<file path="config.mk">
export PLATFORM = sky130hd
export DESIGN_NAME = vibration_pattern_instruction_folder_flat
export DESIGN_NICKNAME = d
export VERILOG_FILES = /design/src/hdl/vpif_pkg.sv /design/src/hdl/vpif_req_if.sv /design/src/hdl/vpif_rsp_if.sv /design/src/hdl/vpif_channel_bank.sv /design/src/hdl/vibration_pattern_instruction_folder.sv /design/src/flat_wrapper.sv
export SDC_FILE = /design/constraint.sdc
export NUM_CORES = 1
export LEC_CHECK = 0
export ABC_AREA = 0
export ABC_CLOCK_PERIOD_IN_PS = 14700
export BUFFER_PORTS_ARGS = -buffer_cell sky130_fd_sc_hd__buf_2
export CORE_MARGIN = 4
export CORE_UTILIZATION = 42
export DETAILED_ROUTE_END_ITERATION = 10
export PLACE_DENSITY = 0.61
export RECOVER_POWER = 100
export SYNTH_ARGS = -nofsm -noshare
export SYNTH_HDL_FRONTEND = slang
export SYNTH_SLANG_ARGS = --single-unit
</file>
<file path="constraint.sdc">
create_clock -name clock -period 14.7 [get_ports clock]
set_input_delay 0.735 -clock clock [delete_from_list [all_inputs] [get_ports clock]]
set_output_delay 0.735 -clock clock [all_outputs]
set_load 0.01 [all_outputs]
</file>
<file path="src/hdl/vpif_pkg.sv">
package vpif_pkg;

   localparam int OP_W      = 4;
   localparam int INC_W     = 28;
   localparam int SEL_W     = 8;
   localparam int OFFSET_W  = 10;
   localparam int SETTING_W = 10;
   localparam int TIME_W    = 32;
   localparam int RD_CH_W   = 4;
   localparam int COUNT_W   = 5;
   localparam int STATUS_W  = 2;

   localparam logic [OP_W-1:0] OP_INC_TIME = 4'd0;
   localparam logic [OP_W-1:0] OP_SET_FREQ = 4'd1;
   localparam logic [OP_W-1:0] OP_SET_AMP  = 4'd2;

   localparam logic [STATUS_W-1:0] STATUS_APPLIED   = 2'd0;
   localparam logic [STATUS_W-1:0] STATUS_BAD_CODE  = 2'd1;
   localparam logic [STATUS_W-1:0] STATUS_NO_CHAN   = 2'd2;
   localparam logic [STATUS_W-1:0] STATUS_HELD      = 2'd3;

   localparam logic [COUNT_W-1:0] COUNT_RESET = 5'd16;

   typedef struct packed {
      logic [OP_W-1:0]      operation;
      logic [INC_W-1:0]     time_increment;
      logic [SEL_W-1:0]     target_channel;
      logic [OFFSET_W-1:0]  lead_ms;
      logic [SETTING_W-1:0] new_setting;
      logic                 deadline_enable;
      logic [TIME_W-1:0]    deadline_ms;
      logic [RD_CH_W-1:0]   read_channel;
   } req_item_type;

   typedef struct packed {
      logic [STATUS_W-1:0]  status;
      logic [TIME_W-1:0]    elapsed_ms;
      logic [SETTING_W-1:0] read_frequency;
      logic [SETTING_W-1:0] read_amplitude;
   } rsp_item_type;

   // Write command from the instruction logic to the channel bank.
   typedef struct packed {
      logic                 freq_we;
      logic                 amp_we;
      logic [SEL_W-1:0]     target_channel;
      logic [SEL_W-1:0]     active_count;
      logic [SETTING_W-1:0] value;
   } bank_write_type;

endpackage

</file>
<file path="src/hdl/vpif_req_if.sv">
interface vpif_req_if;
   logic                             valid;
   logic                             ready;
   logic [vpif_pkg::OP_W-1:0]        operation;
   logic [vpif_pkg::INC_W-1:0]       time_increment;
   logic [vpif_pkg::SEL_W-1:0]       target_channel;
   logic [vpif_pkg::OFFSET_W-1:0]    lead_ms;
   logic [vpif_pkg::SETTING_W-1:0]   new_setting;
   logic                             deadline_enable;
   logic [vpif_pkg::TIME_W-1:0]      deadline_ms;
   logic [vpif_pkg::RD_CH_W-1:0]     read_channel;

   modport source (
      output valid, operation, time_increment, target_channel, lead_ms,
             new_setting, deadline_enable, deadline_ms, read_channel,
      input  ready
   );

   modport sink (
      input  valid, operation, time_increment, target_channel, lead_ms,
             new_setting, deadline_enable, deadline_ms, read_channel,
      output ready
   );
endinterface

</file>
<file path="src/hdl/vpif_rsp_if.sv">
interface vpif_rsp_if;
   logic                             valid;
   logic                             ready;
   logic [vpif_pkg::STATUS_W-1:0]    status;
   logic [vpif_pkg::TIME_W-1:0]      elapsed_ms;
   logic [vpif_pkg::SETTING_W-1:0]   read_frequency;
   logic [vpif_pkg::SETTING_W-1:0]   read_amplitude;

   modport source (
      output valid, status, elapsed_ms, read_frequency, read_amplitude,
      input  ready
   );

   modport sink (
      input  valid, status, elapsed_ms, read_frequency, read_amplitude,
      output ready
   );
endinterface

</file>
<file path="src/hdl/vpif_channel_bank.sv">
module vpif_channel_bank #(
   parameter int MAX_CHANNELS = 16
) (
   input  logic                                 clock,
   input  logic                                 reset,
   input  vpif_pkg::bank_write_type             wr,
   input  logic [vpif_pkg::RD_CH_W-1:0]         read_channel,
   output logic [vpif_pkg::SETTING_W-1:0]       read_frequency,
   output logic [vpif_pkg::SETTING_W-1:0]       read_amplitude
);

   localparam int CH_W = (MAX_CHANNELS > 1) ? $clog2(MAX_CHANNELS) : 1;
   localparam int RD_W = (CH_W > vpif_pkg::RD_CH_W) ? CH_W : vpif_pkg::RD_CH_W;

   logic [vpif_pkg::SETTING_W-1:0] freq_ff [MAX_CHANNELS];
   logic [vpif_pkg::SETTING_W-1:0] freq_in [MAX_CHANNELS];
   logic [vpif_pkg::SETTING_W-1:0] amp_ff  [MAX_CHANNELS];
   logic [vpif_pkg::SETTING_W-1:0] amp_in  [MAX_CHANNELS];
   logic [MAX_CHANNELS-1:0]        hit;
   logic [RD_W-1:0]                rd_ext;
   logic                           rd_ok;

   // A channel is hit when it is in use and either addressed directly or
   // covered by a broadcast.
   always_comb begin
      for (int i = 0; i < MAX_CHANNELS; i++) begin
         hit[i] = (vpif_pkg::SEL_W'(i) < wr.active_count) &&
                  ((wr.target_channel == '0) ||
                   (wr.target_channel == vpif_pkg::SEL_W'(i + 1)));
         freq_in[i] = (wr.freq_we && hit[i]) ? wr.value : freq_ff[i];
         amp_in[i]  = (wr.amp_we && hit[i]) ? wr.value : amp_ff[i];
      end
   end

   always_ff @(posedge clock) begin
      for (int i = 0; i < MAX_CHANNELS; i++) begin
         if (reset) begin
            freq_ff[i] <= '0;
            amp_ff[i]  <= '0;
         end else begin
            freq_ff[i] <= freq_in[i];
            amp_ff[i]  <= amp_in[i];
         end
      end
   end

   // The report shows the values as they stand after this instruction.
   assign rd_ext = RD_W'(read_channel);
   assign rd_ok  = 32'(read_channel) < 32'(MAX_CHANNELS);
   assign read_frequency = rd_ok ? freq_in[rd_ext[CH_W-1:0]] : '0;
   assign read_amplitude = rd_ok ? amp_in[rd_ext[CH_W-1:0]] : '0;

endmodule

</file>
<file path="src/hdl/vibration_pattern_instruction_folder.sv">
// Vibration pattern instruction folder. Each accepted instruction (increment
// time, set frequency, set amplitude) updates a wrapping 32-bit millisecond
// count and a per-channel frequency/amplitude bank, and returns exactly one
// response with a status, the elapsed time and the read channel's settings as
// they stand after the instruction. An instruction is captured in an input
// register and resolved from there into the response register once that
// register is free, and one instruction can be accepted every cycle;
// throughput drops only while the response side stalls. csr_write_data sets
// the number of channels in use and must only be written while idle.
module vibration_pattern_instruction_folder #(
   parameter int MAX_CHANNELS = 16
) (
   input  logic                               clock,
   input  logic                               reset,
   input  logic                               csr_write_enable,
   input  logic [vpif_pkg::COUNT_W-1:0]       csr_write_data,
   vpif_req_if.sink                           req,
   vpif_rsp_if.source                         rsp
);

   logic [vpif_pkg::COUNT_W-1:0]      chan_count_ff;
   logic [vpif_pkg::COUNT_W-1:0]      chan_count_in;
   logic                              in_valid_ff;
   logic                              in_valid_in;
   vpif_pkg::req_item_type            in_item_ff;
   vpif_pkg::req_item_type            in_item_in;
   logic                              rsp_valid_ff;
   logic                              rsp_valid_in;
   vpif_pkg::rsp_item_type            rsp_item_ff;
   vpif_pkg::rsp_item_type            rsp_item_in;
   logic [vpif_pkg::TIME_W-1:0]       elapsed_ff;
   logic [vpif_pkg::TIME_W-1:0]       elapsed_in;

   logic                              advance;
   logic                              fire;
   logic                              is_inc;
   logic                              is_set;
   logic [vpif_pkg::INC_W-1:0]        own_off;
   logic [vpif_pkg::TIME_W:0]         deadline_sum;
   logic                              held;
   logic [vpif_pkg::SEL_W-1:0]        active_count;
   logic                              out_of_range;
   logic [vpif_pkg::STATUS_W-1:0]     status;
   vpif_pkg::bank_write_type          bank_wr;
   logic [vpif_pkg::SETTING_W-1:0]    read_frequency;
   logic [vpif_pkg::SETTING_W-1:0]    read_amplitude;

   assign advance   = !rsp_valid_ff || rsp.ready;
   assign req.ready = !in_valid_ff || advance;
   assign fire      = in_valid_ff && advance;

   assign in_valid_in = req.ready ? req.valid : in_valid_ff;
   always_comb begin
      in_item_in = in_item_ff;
      if (req.ready && req.valid) begin
         in_item_in.operation       = req.operation;
         in_item_in.time_increment  = req.time_increment;
         in_item_in.target_channel  = req.target_channel;
         in_item_in.lead_ms         = req.lead_ms;
         in_item_in.new_setting     = req.new_setting;
         in_item_in.deadline_enable = req.deadline_enable;
         in_item_in.deadline_ms     = req.deadline_ms;
         in_item_in.read_channel    = req.read_channel;
      end
   end

   assign chan_count_in = csr_write_enable ? csr_write_data : chan_count_ff;

   // Effective channel count is the programmed count capped at the build size.
   assign active_count = (32'(chan_count_ff) < 32'(MAX_CHANNELS)) ?
                         vpif_pkg::SEL_W'(chan_count_ff) :
                         vpif_pkg::SEL_W'(MAX_CHANNELS);

   assign is_inc = (in_item_ff.operation == vpif_pkg::OP_INC_TIME);
   assign is_set = (in_item_ff.operation == vpif_pkg::OP_SET_FREQ) ||
                   (in_item_ff.operation == vpif_pkg::OP_SET_AMP);

   always_comb begin
      if (is_inc) begin
         own_off = in_item_ff.time_increment;
      end else if (is_set) begin
         own_off = vpif_pkg::INC_W'(in_item_ff.lead_ms);
      end else begin
         own_off = '0;
      end
   end

   // The deadline compare uses the unwrapped sum.
   assign deadline_sum = {1'b0, elapsed_ff} + (vpif_pkg::TIME_W + 1)'(own_off);
   assign held = in_item_ff.deadline_enable &&
                 (deadline_sum > {1'b0, in_item_ff.deadline_ms});

   assign out_of_range = (in_item_ff.target_channel != '0) &&
                         (in_item_ff.target_channel > active_count);

   always_comb begin
      if (held) begin
         status = vpif_pkg::STATUS_HELD;
      end else if (!is_inc && !is_set) begin
         status = vpif_pkg::STATUS_BAD_CODE;
      end else if (is_set && out_of_range) begin
         status = vpif_pkg::STATUS_NO_CHAN;
      end else begin
         status = vpif_pkg::STATUS_APPLIED;
      end
   end

   assign elapsed_in = (fire && !held && (is_inc || is_set)) ?
                       deadline_sum[vpif_pkg::TIME_W-1:0] : elapsed_ff;

   always_comb begin
      bank_wr.freq_we        = fire && !held &&
                               (in_item_ff.operation == vpif_pkg::OP_SET_FREQ);
      bank_wr.amp_we         = fire && !held &&
                               (in_item_ff.operation == vpif_pkg::OP_SET_AMP);
      bank_wr.target_channel = in_item_ff.target_channel;
      bank_wr.active_count   = active_count;
      bank_wr.value          = in_item_ff.new_setting;
   end

   vpif_channel_bank #(
      .MAX_CHANNELS (MAX_CHANNELS)
   ) u_bank (
      .clock          (clock),
      .reset          (reset),
      .wr             (bank_wr),
      .read_channel   (in_item_ff.read_channel),
      .read_frequency (read_frequency),
      .read_amplitude (read_amplitude)
   );

   assign rsp_valid_in = advance ? in_valid_ff : rsp_valid_ff;
   always_comb begin
      rsp_item_in = rsp_item_ff;
      if (fire) begin
         rsp_item_in.status         = status;
         rsp_item_in.elapsed_ms     = elapsed_in;
         rsp_item_in.read_frequency = read_frequency;
         rsp_item_in.read_amplitude = read_amplitude;
      end
   end

   always_ff @(posedge clock) begin
      if (reset) begin
         in_valid_ff   <= 1'b0;
         rsp_valid_ff  <= 1'b0;
         elapsed_ff    <= '0;
         chan_count_ff <= vpif_pkg::COUNT_RESET;
      end else begin
         in_valid_ff   <= in_valid_in;
         rsp_valid_ff  <= rsp_valid_in;
         elapsed_ff    <= elapsed_in;
         chan_count_ff <= chan_count_in;
      end
   end

   always_ff @(posedge clock) begin
      in_item_ff  <= in_item_in;
      rsp_item_ff <= rsp_item_in;
   end

   assign rsp.valid          = rsp_valid_ff;
   assign rsp.status         = rsp_item_ff.status;
   assign rsp.elapsed_ms     = rsp_item_ff.elapsed_ms;
   assign rsp.read_frequency = rsp_item_ff.read_frequency;
   assign rsp.read_amplitude = rsp_item_ff.read_amplitude;

endmodule

</file>
<file path="src/flat_wrapper.sv">
// flat-port wrapper written by rule: the top's interface ports become plain ports
module vibration_pattern_instruction_folder_flat 
#(
   parameter int MAX_CHANNELS = 16
)
  (clock, reset, csr_write_enable, csr_write_data, req_valid, req_operation, req_time_increment, req_target_channel, req_lead_ms, req_new_setting, req_deadline_enable, req_deadline_ms, req_read_channel, req_ready, rsp_valid, rsp_status, rsp_elapsed_ms, rsp_read_frequency, rsp_read_amplitude, rsp_ready);
  vpif_req_if req_i ();
  vpif_rsp_if rsp_i ();
  input  logic clock;
  input  logic reset;
  input  logic csr_write_enable;
  input  logic [vpif_pkg::COUNT_W-1:0] csr_write_data;
  input wire logic [$bits(req_i.valid)-1:0] req_valid;
  input wire logic [$bits(req_i.operation)-1:0] req_operation;
  input wire logic [$bits(req_i.time_increment)-1:0] req_time_increment;
  input wire logic [$bits(req_i.target_channel)-1:0] req_target_channel;
  input wire logic [$bits(req_i.lead_ms)-1:0] req_lead_ms;
  input wire logic [$bits(req_i.new_setting)-1:0] req_new_setting;
  input wire logic [$bits(req_i.deadline_enable)-1:0] req_deadline_enable;
  input wire logic [$bits(req_i.deadline_ms)-1:0] req_deadline_ms;
  input wire logic [$bits(req_i.read_channel)-1:0] req_read_channel;
  output wire logic [$bits(req_i.ready)-1:0] req_ready;
  output wire logic [$bits(rsp_i.valid)-1:0] rsp_valid;
  output wire logic [$bits(rsp_i.status)-1:0] rsp_status;
  output wire logic [$bits(rsp_i.elapsed_ms)-1:0] rsp_elapsed_ms;
  output wire logic [$bits(rsp_i.read_frequency)-1:0] rsp_read_frequency;
  output wire logic [$bits(rsp_i.read_amplitude)-1:0] rsp_read_amplitude;
  input wire logic [$bits(rsp_i.ready)-1:0] rsp_ready;
  assign req_i.valid = req_valid;
  assign req_i.operation = req_operation;
  assign req_i.time_increment = req_time_increment;
  assign req_i.target_channel = req_target_channel;
  assign req_i.lead_ms = req_lead_ms;
  assign req_i.new_setting = req_new_setting;
  assign req_i.deadline_enable = req_deadline_enable;
  assign req_i.deadline_ms = req_deadline_ms;
  assign req_i.read_channel = req_read_channel;
  assign req_ready = req_i.ready;
  assign rsp_valid = rsp_i.valid;
  assign rsp_status = rsp_i.status;
  assign rsp_elapsed_ms = rsp_i.elapsed_ms;
  assign rsp_read_frequency = rsp_i.read_frequency;
  assign rsp_read_amplitude = rsp_i.read_amplitude;
  assign rsp_i.ready = rsp_ready;
  vibration_pattern_instruction_folder #(.MAX_CHANNELS(MAX_CHANNELS)) u_core (.clock(clock), .reset(reset), .csr_write_enable(csr_write_enable), .csr_write_data(csr_write_data), .req(req_i), .rsp(rsp_i));
endmodule
</file>
==> results of run 1 <==
==> layout make-up <==
type	count	area (sq um)	area share (%)
inverter	84	315.3	1.172
multi-input combinational	1677	11110	41.30
antenna	2	5.005	0.01861
clock buffer	74	1540	5.727
timing repair buffer	204	974.7	3.624
sequential	510	11720	43.59
tap	756	945.9	3.517
clock inverter	30	284.0	1.056
==> routing by layer <==
layer,global-route usage (%),vias up
met5,0,-
met4,8.210,4
met3,3.557,125
met2,37.27,600
met1,29.55,9229
li1,-,8894
==> stage by stage <==
step                      utilization [%]  instance area [sq um]  power, uW
final                               47.60                  26890       3066
after global routing                47.60                  26890       3167
after CTS                           48.12                  27190       3095
after detailed placement            44.89                  25360       1704
after global placement              44.89                  25360       1703
after floorplan                         -                  23970       1623
==> kinds of logic (layout without fill, tap and decap cells) <==
group	count (synthesis)	count (layout)	synth area share, %
flops	510	510	48.91
buf+inv	278	392	4.772
xor+xnor	38	38	1.389
other cells	0	2	0
simple gates	816	816	15.68
compound gates	454	454	12.95
mux	303	303	12.83
fa+ha+maj	66	66	3.477
==> final timing paths <==
path	slack, ps	end	from	cells past startpoint
worst max-delay path	4650	u_core.rsp.read_amplitude[3]	u_core.in_item_ff[93]	27
worst min-delay path	290	u_core.in_item_ff[34]	req_deadline_ms[30]	1
worst max register to register	4650	u_core.rsp.read_amplitude[3]	u_core.in_item_ff[93]	27
worst min register to register	470	u_core.u_bank.amp_ff[0][48]	u_core.u_bank.amp_ff[0][48]	2
==> flip-flops by register name, summed over array words and instances, names as in the netlist, 5 cells and up <==
name,flops
u_core.u_bank.amp_ff,160
u_core.rsp.read_amplitude,10
u_core.rsp.read_frequency,10
u_core.in_item_ff,79
u_core.rsp.elapsed_ms,32
u_core.elapsed_ff,32
u_core.chan_count_ff,5
u_core.bank_wr,18
u_core.u_bank.freq_ff,160
==> placed cells by master (no fill, tap or decap), types with 22 or more instances in the layout <==
cell and count:
clkbuf_1 105, o22ai_1 33, clkbuf_16 57, nor3_1 28, xnor2_1 28, a22oi_1 27, a21oi_1 99, inv_1 84
nand2_1 160, a31oi_1 56, buf_2 88, nor4_1 23, nor2_1 382, edfxtp_1 151, dfxtp_1 359, mux2i_1 270
and2_1 68, a211oi_1 66, o21ai_0 53, ha_1 65, buf_4 22, nand3_1 46
==> power by group <==
part	switching [uW]	internal [uW]
Clock	584	808
Sequential	16.9	1480
Combinational	129	50.6
Total	729	2340
==> results.cfg, run 1 <==
[run_status]
status = complete, but fails checks
violations = capacitance limit, slew limit

[timing]
holdWs_ps = 286.0
drv_slew = 374
fin_tns_setup_ps = 0
hold_viol = 0
setup_viol = 0
finalCritPeriodShare_pct = 68.36
fin_skew_ps = 39.06
tightestPinTransition_ps = 3843
slew_headroom_pct = -156.2
fmax_mhz = 99.51
layout_setup_ws_ps = 4651
rsz0062_at_grt = false
period_minus_slack_ps = 10050

[synth]
synth_most_common_cell = nor2_1
async_flop_share_pct = 0
ys_ff_latch = 510
syn_nets = 2638
synthFlopType = dfxtp_1
synth-seq-area-share_pct = 48.91
synth_area_sq_mm = 0.02397
synth_area_leaders = dfxtp_1 (30%), edfxtp_1 (19%), mux2i_1 (11%)
yosys_warnings = 0
synth_top_cell_by_area = dfxtp_1
synth_enable_flop_cells = 151
syn_inst = 2465
avgSynthCellArea_sq_um = 9.723
ys_types = 81
synth_top_area_share_pct = 29.99
synth_commonest_cells = nor2_1 (382), dfxtp_1 (359), mux2i_1 (270)

[routing]
ant_nets = 0
wire_per_inst_microns = 20.91
routed_wl_mm = 69.76
wl_met2_mm = 33.20
routedLengthMet1_mm = 30.44
first_pass_iters = 7
dr.max_layer_used = met5
remaining_drc_errors = 0
via_count = 18850
wl_met3_mm = 3.840
drtIter0Drc = 1403
vias_per_cell = 5.649

[clocking]
insertion_delay_ps = 620
clockRootBuffer = clkbuf_16
clock_path_buffers = 3
cts_resized = 0
cts_setup_buffers = 0
clk_pin_slew_ps = 60
cts_tree = built
holdBufCountCts = 0
cts_made_buffers = 55
h-tree-depth = 2
cts.sinks = 510

[floorplan]
num_io_pins = 163
fp.dieH_microns = 246.9
core_area_sq_mm = 0.05650
num_rows = 87
die_area_sq_mm = 0.06095
start_util_pct = 42.42
die_w_microns = 246.9

[grt]
antenna_found_initial = 4
grt_max_degree = 225
grt_pass1_vias = 18440
grt_overflow = 0
grt_pass1_wl_mm = 107.6
grt_util_all_layers_pct = 22.42

[final_layout]
instances_no_fill = 3337
synthToLayoutAreaGrowth_pct = 12.21
nets = 2705
drive_above_1_share_pct = 8.996
fillers = 5307

[critical_path]
worst-path-max-fanout = 46
end_kind = register
critPathKind = reg2reg
worstSetupStartpointType = register
crit_buf_inv = 2
required_ps = 15040
cp_top_family = compound AO/OA/AOI/OAI gates
max_stage_delay_ps = 1600
crit_arrival_ps = 10390
slowest_stage = clkbuf_1

[place]
dp_hpwl_mm = 46.63
dp_slack_ps = 6570
gp_congestion = 0.9170
port_buffers = 162
dp_cells = 3231

[worst_hold_path]
hp-class = in2reg

[pwr]
ir_worst_vdd_mv = 0.1286
power_density_mw_per_mm2 = 114.0
p_leak_uw = 0.01072

[job]
drv_cap = 10
Note: power is estimated with default switching activity, not from simulation.
==> run 2: changes to the inputs <==
--- a/config.mk
+++ b/config.mk
@@ -6,12 +6,12 @@
 export NUM_CORES = 1
 export LEC_CHECK = 0
 export ABC_AREA = 0
-export ABC_CLOCK_PERIOD_IN_PS = 14700
+export ABC_CLOCK_PERIOD_IN_PS = 8100
 export BUFFER_PORTS_ARGS = -buffer_cell sky130_fd_sc_hd__buf_2
 export CORE_MARGIN = 4
 export CORE_UTILIZATION = 42
 export DETAILED_ROUTE_END_ITERATION = 10
-export PLACE_DENSITY = 0.61
+export PLACE_DENSITY = 0.63
 export RECOVER_POWER = 100
 export SYNTH_ARGS = -nofsm -noshare
 export SYNTH_HDL_FRONTEND = slang
==> constraint.sdc (replaced) <==
create_clock -name clock -period 8.1 [get_ports clock]
set_input_delay 0.405 -clock clock [delete_from_list [all_inputs] [get_ports clock]]
set_output_delay 0.405 -clock clock [all_outputs]
set_load 0.01 [all_outputs]
==> results.cfg, run 2 (synthesis results as in run 1) <==
[pwr]
power_density_mw_per_mm2 = 202.7
p_leak_uw = 0.01130
power.total_uw = 5731
ir_worst_vdd_mv = 0.1604

[worst_hold_path]
hp-class = in2reg
min_path_cells = 3

[critical_path]
cp_num_cells = 29
critPathKind = reg2reg
crit_top_cell = a21oi_1
required_ps = 8390
crit_buf_inv = 5
cp_top_family = compound AO/OA/AOI/OAI gates
reg2reg_depth = 29
worstSetupStartpointType = register
slowest_stage = clkbuf_1
end_kind = register
max_stage_delay_ps = 680
crit_arrival_ps = 8050
worst-path-max-fanout = 28

[floorplan]
core_area_sq_mm = 0.05650
die_area_sq_mm = 0.06095
num_io_pins = 163
start_util_pct = 42.42
num_rows = 87
die_w_microns = 246.9
fp.dieH_microns = 246.9

[timing]
layout_setup_ws_ps = 340.9
drv_slew = 369
setup_viol = 0
fmax_mhz = 128.9
holdWs_ps = 29.79
hold_viol = 0
finalCritPeriodShare_pct = 95.79
period_minus_slack_ps = 7759
rsz0062_at_grt = false
fin_tns_setup_ps = 0
fin_skew_ps = 51.96
tightestPinTransition_ps = 5515
slew_headroom_pct = -267.7

[place]
gp_congestion = 0.9373
dp_slack_ps = -131.7
port_buffers = 162
dp_cells = 3250
dp_hpwl_mm = 46.90

[final_layout]
fillers = 5190
nets = 2827
final_cell_mix = nor2_1 (382), dfxtp_1 (359), mux2i_1 (270), nand2_1 (160), edfxtp_1 (151)
final_common_cell = nor2_1
drive_above_1_share_pct = 10.56
synthToLayoutAreaGrowth_pct = 17.95
instances_no_fill = 3461
reg_top3 = u_core.u_bank.amp_ff x160, u_core.u_bank.freq_ff x160, u_core.in_item_ff x79

[grt]
antenna_found_initial = 5
grt_util_all_layers_pct = 22.89
grt_overflow = 0
grt_pass1_vias = 19140
grt_max_degree = 119
grt_pass1_wl_mm = 109.8

[job]
drv_cap = 5

[clocking]
cts.sinks = 510
clk_pin_slew_ps = 60
clock_path_buffers = 3
h-tree-depth = 2
clockRootBuffer = clkbuf_16
insertion_delay_ps = 620
cts_tree = built
cts_made_buffers = 54

[routing]
first_pass_iters = 6
drtIter0Drc = 1542
remaining_drc_errors = 0
routed_wl_mm = 71.28
via_count = 19420
wire_per_inst_microns = 20.60
ant_nets = 0
vias_per_cell = 5.610

[run_status]
violations = capacitance limit, slew limit
status = complete, but fails checks
==> run 2: cell count changes in the layout (fill, tap and decap cells not counted), sizes merged <==
cell         delta
clkinvlp        +1
buf            +20
dlygate4sd3    +98
bufinv          +4
clkbuf          +7
diode           +3
inv             -3
clkinv          -6
==> run 2: metal layers <==
| layer | part of all wire (%) | track usage, % | up-vias |
|---|---|---|---|
| li1 | - | - | 9156 |
| met2 | 47 | 38.10 | 626 |
| met5 | 0.018 | 0 | - |
| met1 | 43 | 29.62 | 9459 |
| met4 | 4.4 | 10.08 | 2 |
| met3 | 5.0 | 3.351 | 173 |
==> run 2: per-stage QoR <==
| stage | utilization, % | area [sq um] |
|---|---|---|
| finish | 50.04 | 28270 |
| global route | 50.03 | 28270 |
| floorplan | - | 23970 |
| detailed placement | 45.14 | 25500 |
| CTS | 50.31 | 28420 |
| global placement | 45.14 | 25500 |
==> run 2: timing repair <==
action | in CTS | in global routing
gates resized for setup | 0 | 8
setup buffers | 3 | 3
hold endpoints to repair | 98 | 0
hold buffers | 98 | 0
pin swaps | 1 | 2
endpoints found under the setup margin | 4 | 15
==> run 2: final timing paths <==
check                                    from                           end  slack [ps]
hold / removal              csr_write_data[0]       u_core.chan_count_ff[0]          30
setup reg to reg        u_core.in_item_ff[94]  u_core.rsp.read_frequency[4]         340
hold reg to reg   u_core.u_bank.amp_ff[0][48]   u_core.u_bank.amp_ff[0][48]         470
setup / recovery        u_core.in_item_ff[94]  u_core.rsp.read_frequency[4]         340
==> run 2: power by group <==
group / total, uW / internal, uW / leakage, uW / switching, uW
clock network: 2650 / 1590 / 0.000929 / 1070
logic: 361 / 122 / 0.00603 / 239
registers: 2720 / 2680 / 0.00434 / 33.1
==> run 2: area by class of cell <==
class | count | area, sq um | share of cell area [%]
Antenna cell | 5 | 12.51 | 0.04426
Multi-Input combinational cell | 1677 | 11200 | 39.61
Tap cell | 756 | 945.9 | 3.346
Clock inverter | 26 | 371.6 | 1.315
Sequential cell | 510 | 11720 | 41.46
Clock buffer | 76 | 1545 | 5.466
Inverter | 84 | 315.3 | 1.115
Timing Repair Buffer | 327 | 2158 | 7.635
==> run 2: worst reg2reg max path, delay by kind of cell (launching register included) <==
family	cells	cell delay (ps)
mux	1	370
compound gates	14	3470
buf+inv	5	1390
flops	1	500
simple gates	7	1040
fa+ha+maj	2	660
==> run 3: changes to the inputs <==
--- a/config.mk
+++ b/config.mk
@@ -6,12 +6,13 @@
 export NUM_CORES = 1
 export LEC_CHECK = 0
 export ABC_AREA = 0
-export ABC_CLOCK_PERIOD_IN_PS = 8100
-export BUFFER_PORTS_ARGS = -buffer_cell sky130_fd_sc_hd__buf_2
+export ABC_CLOCK_PERIOD_IN_PS = 7600
+export BUFFER_PORTS_ARGS = -buffer_cell sky130_fd_sc_hd__buf_4
 export CORE_MARGIN = 4
 export CORE_UTILIZATION = 42
 export DETAILED_ROUTE_END_ITERATION = 10
-export PLACE_DENSITY = 0.63
+export GPL_ROUTABILITY_DRIVEN = 0
+export PLACE_DENSITY = 0.61
 export RECOVER_POWER = 100
 export SYNTH_ARGS = -nofsm -noshare
 export SYNTH_HDL_FRONTEND = slang
==> constraint.sdc (replaced) <==
create_clock -name clock -period 7.6 [get_ports clock]
set_input_delay 0.38 -clock clock [delete_from_list [all_inputs] [get_ports clock]]
set_output_delay 0.38 -clock clock [all_outputs]
set_load 0.01 [all_outputs]
==> results.cfg, run 3 (synthesis results as in run 1) <==
[run_status]
status = complete, but fails checks
violations = capacitance limit, slew limit

[routing]
first_pass_iters = 6
ant_nets = 0
via_count = 19410
vias_per_cell = 5.594
drtIter0Drc = 1505
wire_per_inst_microns = 20.53
routed_wl_mm = 71.21
remaining_drc_errors = 0

[final_layout]
nets = 2840
reg_top3 = u_core.u_bank.amp_ff x160, u_core.u_bank.freq_ff x160, u_core.in_item_ff x79
synthToLayoutAreaGrowth_pct = 19.69
drive_above_1_share_pct = 12.48
final_cell_mix = nor2_1 (382), dfxtp_1 (359), mux2i_1 (270), nand2_1 (160), edfxtp_1 (151)
fin_util_pct = 50.78
stdcell_area_sq_mm = 0.02869
final_common_cell = nor2_1

[grt]
grt_use_met3_pct = 3.004
grt_util_all_layers_pct = 22.82
busiest_layer = met2
antenna_found_initial = 4
grt_use_met1_pct = 30.14
grt_max_degree = 153
grt_pass1_wl_mm = 110.2
grt_overflow = 0
grt_pass1_vias = 19320
grt_use_met2_pct = 38.36

[critical_path]
crit_arrival_ps = 7580
slowest_stage = or4_1
end_kind = register
crit_buf_inv = 2
worst-path-max-fanout = 10
cp_top_family = simple AND/OR/NAND/NOR gates
critPathKind = reg2reg
worstSetupStartpointType = register
required_ps = 7930
max_stage_delay_ps = 820

[timing]
period_minus_slack_ps = 7246
holdWs_ps = 33.54
fin_tns_setup_ps = 0
hold_viol = 0
drv_slew = 428
layout_setup_ws_ps = 353.6
finalCritPeriodShare_pct = 95.35
slew_headroom_pct = -385.8
tightestPinTransition_ps = 7287
fin_skew_ps = 27.69
setup_viol = 0
fmax_mhz = 138.0

[place]
port_buffers = 162
dp_slack_ps = -153.3
dp_hpwl_mm = 47.08
placedInstanceArea_sq_mm = 0.02597

[pwr]
power_density_mw_per_mm2 = 211.9
p_leak_uw = 0.01153
ir_worst_vdd_mv = 0.1790

[clocking]
clock_path_buffers = 3
cts_made_buffers = 55
cts.sinks = 510
clk_pin_slew_ps = 60
clockRootBuffer = clkbuf_16
cts_tree = built
h-tree-depth = 2
insertion_delay_ps = 610

[floorplan]
die_w_microns = 246.9
die_area_sq_mm = 0.06095
num_rows = 87
start_util_pct = 42.42
core_area_sq_mm = 0.05650
fp.dieH_microns = 246.9
num_io_pins = 163

[job]
drv_cap = 8

[worst_hold_path]
hp-class = in2reg
## run 3: changes by cell type in the layout (fill, tap and decap cells not counted), sizes merged
cell and delta:
buf -51, bufinv -2, clkbuf +61, clkinv +1, clkinvlp -3, diode -1, dlygate4sd3 +2, inv +1
## run 3: path summary, 6_finish.rpt
check	startpoint	end	slack [ps]	cells past startpoint
worst max-delay path	u_core.in_item_ff[93]	u_core.rsp.read_amplitude[6]	350	26
worst min-delay path	csr_write_data[2]	u_core.chan_count_ff[2]	30	3
worst max register to register	u_core.in_item_ff[93]	u_core.rsp.read_amplitude[6]	350	26
worst min register to register	u_core.u_bank.amp_ff[0][48]	u_core.u_bank.amp_ff[0][48]	460	2
## run 3: stage by stage
stage / total power, uW / instances
3_5_place_dp: 3318 / 3259
3_3_place_gp: 3313 / 3259
2_1_floorplan: 3139 / 2465
4_1_cts: 6139 / 3458
5_1_grt: 6282 / 3469
6_report: 6078 / 3469
## run 3: final cells by class
cell class	count	area [sq um]
diodes	4	10.01
clock buffers	76	1609
clock inverters	23	277.8
fillers	5124	27810
inverters	84	315.3
multi-input cells	1677	11250
flip-flops and latches	510	11720
well taps	756	945.9
repair buffers	339	2556
## run 3: repair_timing
action / 4_1_cts / 5_1_grt
hold buffers: 100 / 0
buffers inserted: 0 / 7
pin swaps: 0 / 5
gates resized for setup: 3 / 10
hold endpoints to repair: 100 / 0
setup endpoints to repair: 2 / 20
## run 3: metal layers
metal,up-vias,wire (microns)
li1,9181,-
met1,9466,31210
met2,616,34200
met3,142,3723
met4,0,2080
met5,-,0
## run 3: report_power, final
part           internal, uW  leakage [uW]  switching [uW]  total [uW]
Sequential             2860       0.00434            32.0        2890
Clock                  1680      0.000934            1110        2790
Combinational           144       0.00625             258         402
## run 3: worst min-delay path: cells and delay by family
family / cells / cell delay [ps]
buffers and inverters: 1 / 80
and+or+nand+nor: 1 / 70
muxes: 1 / 60
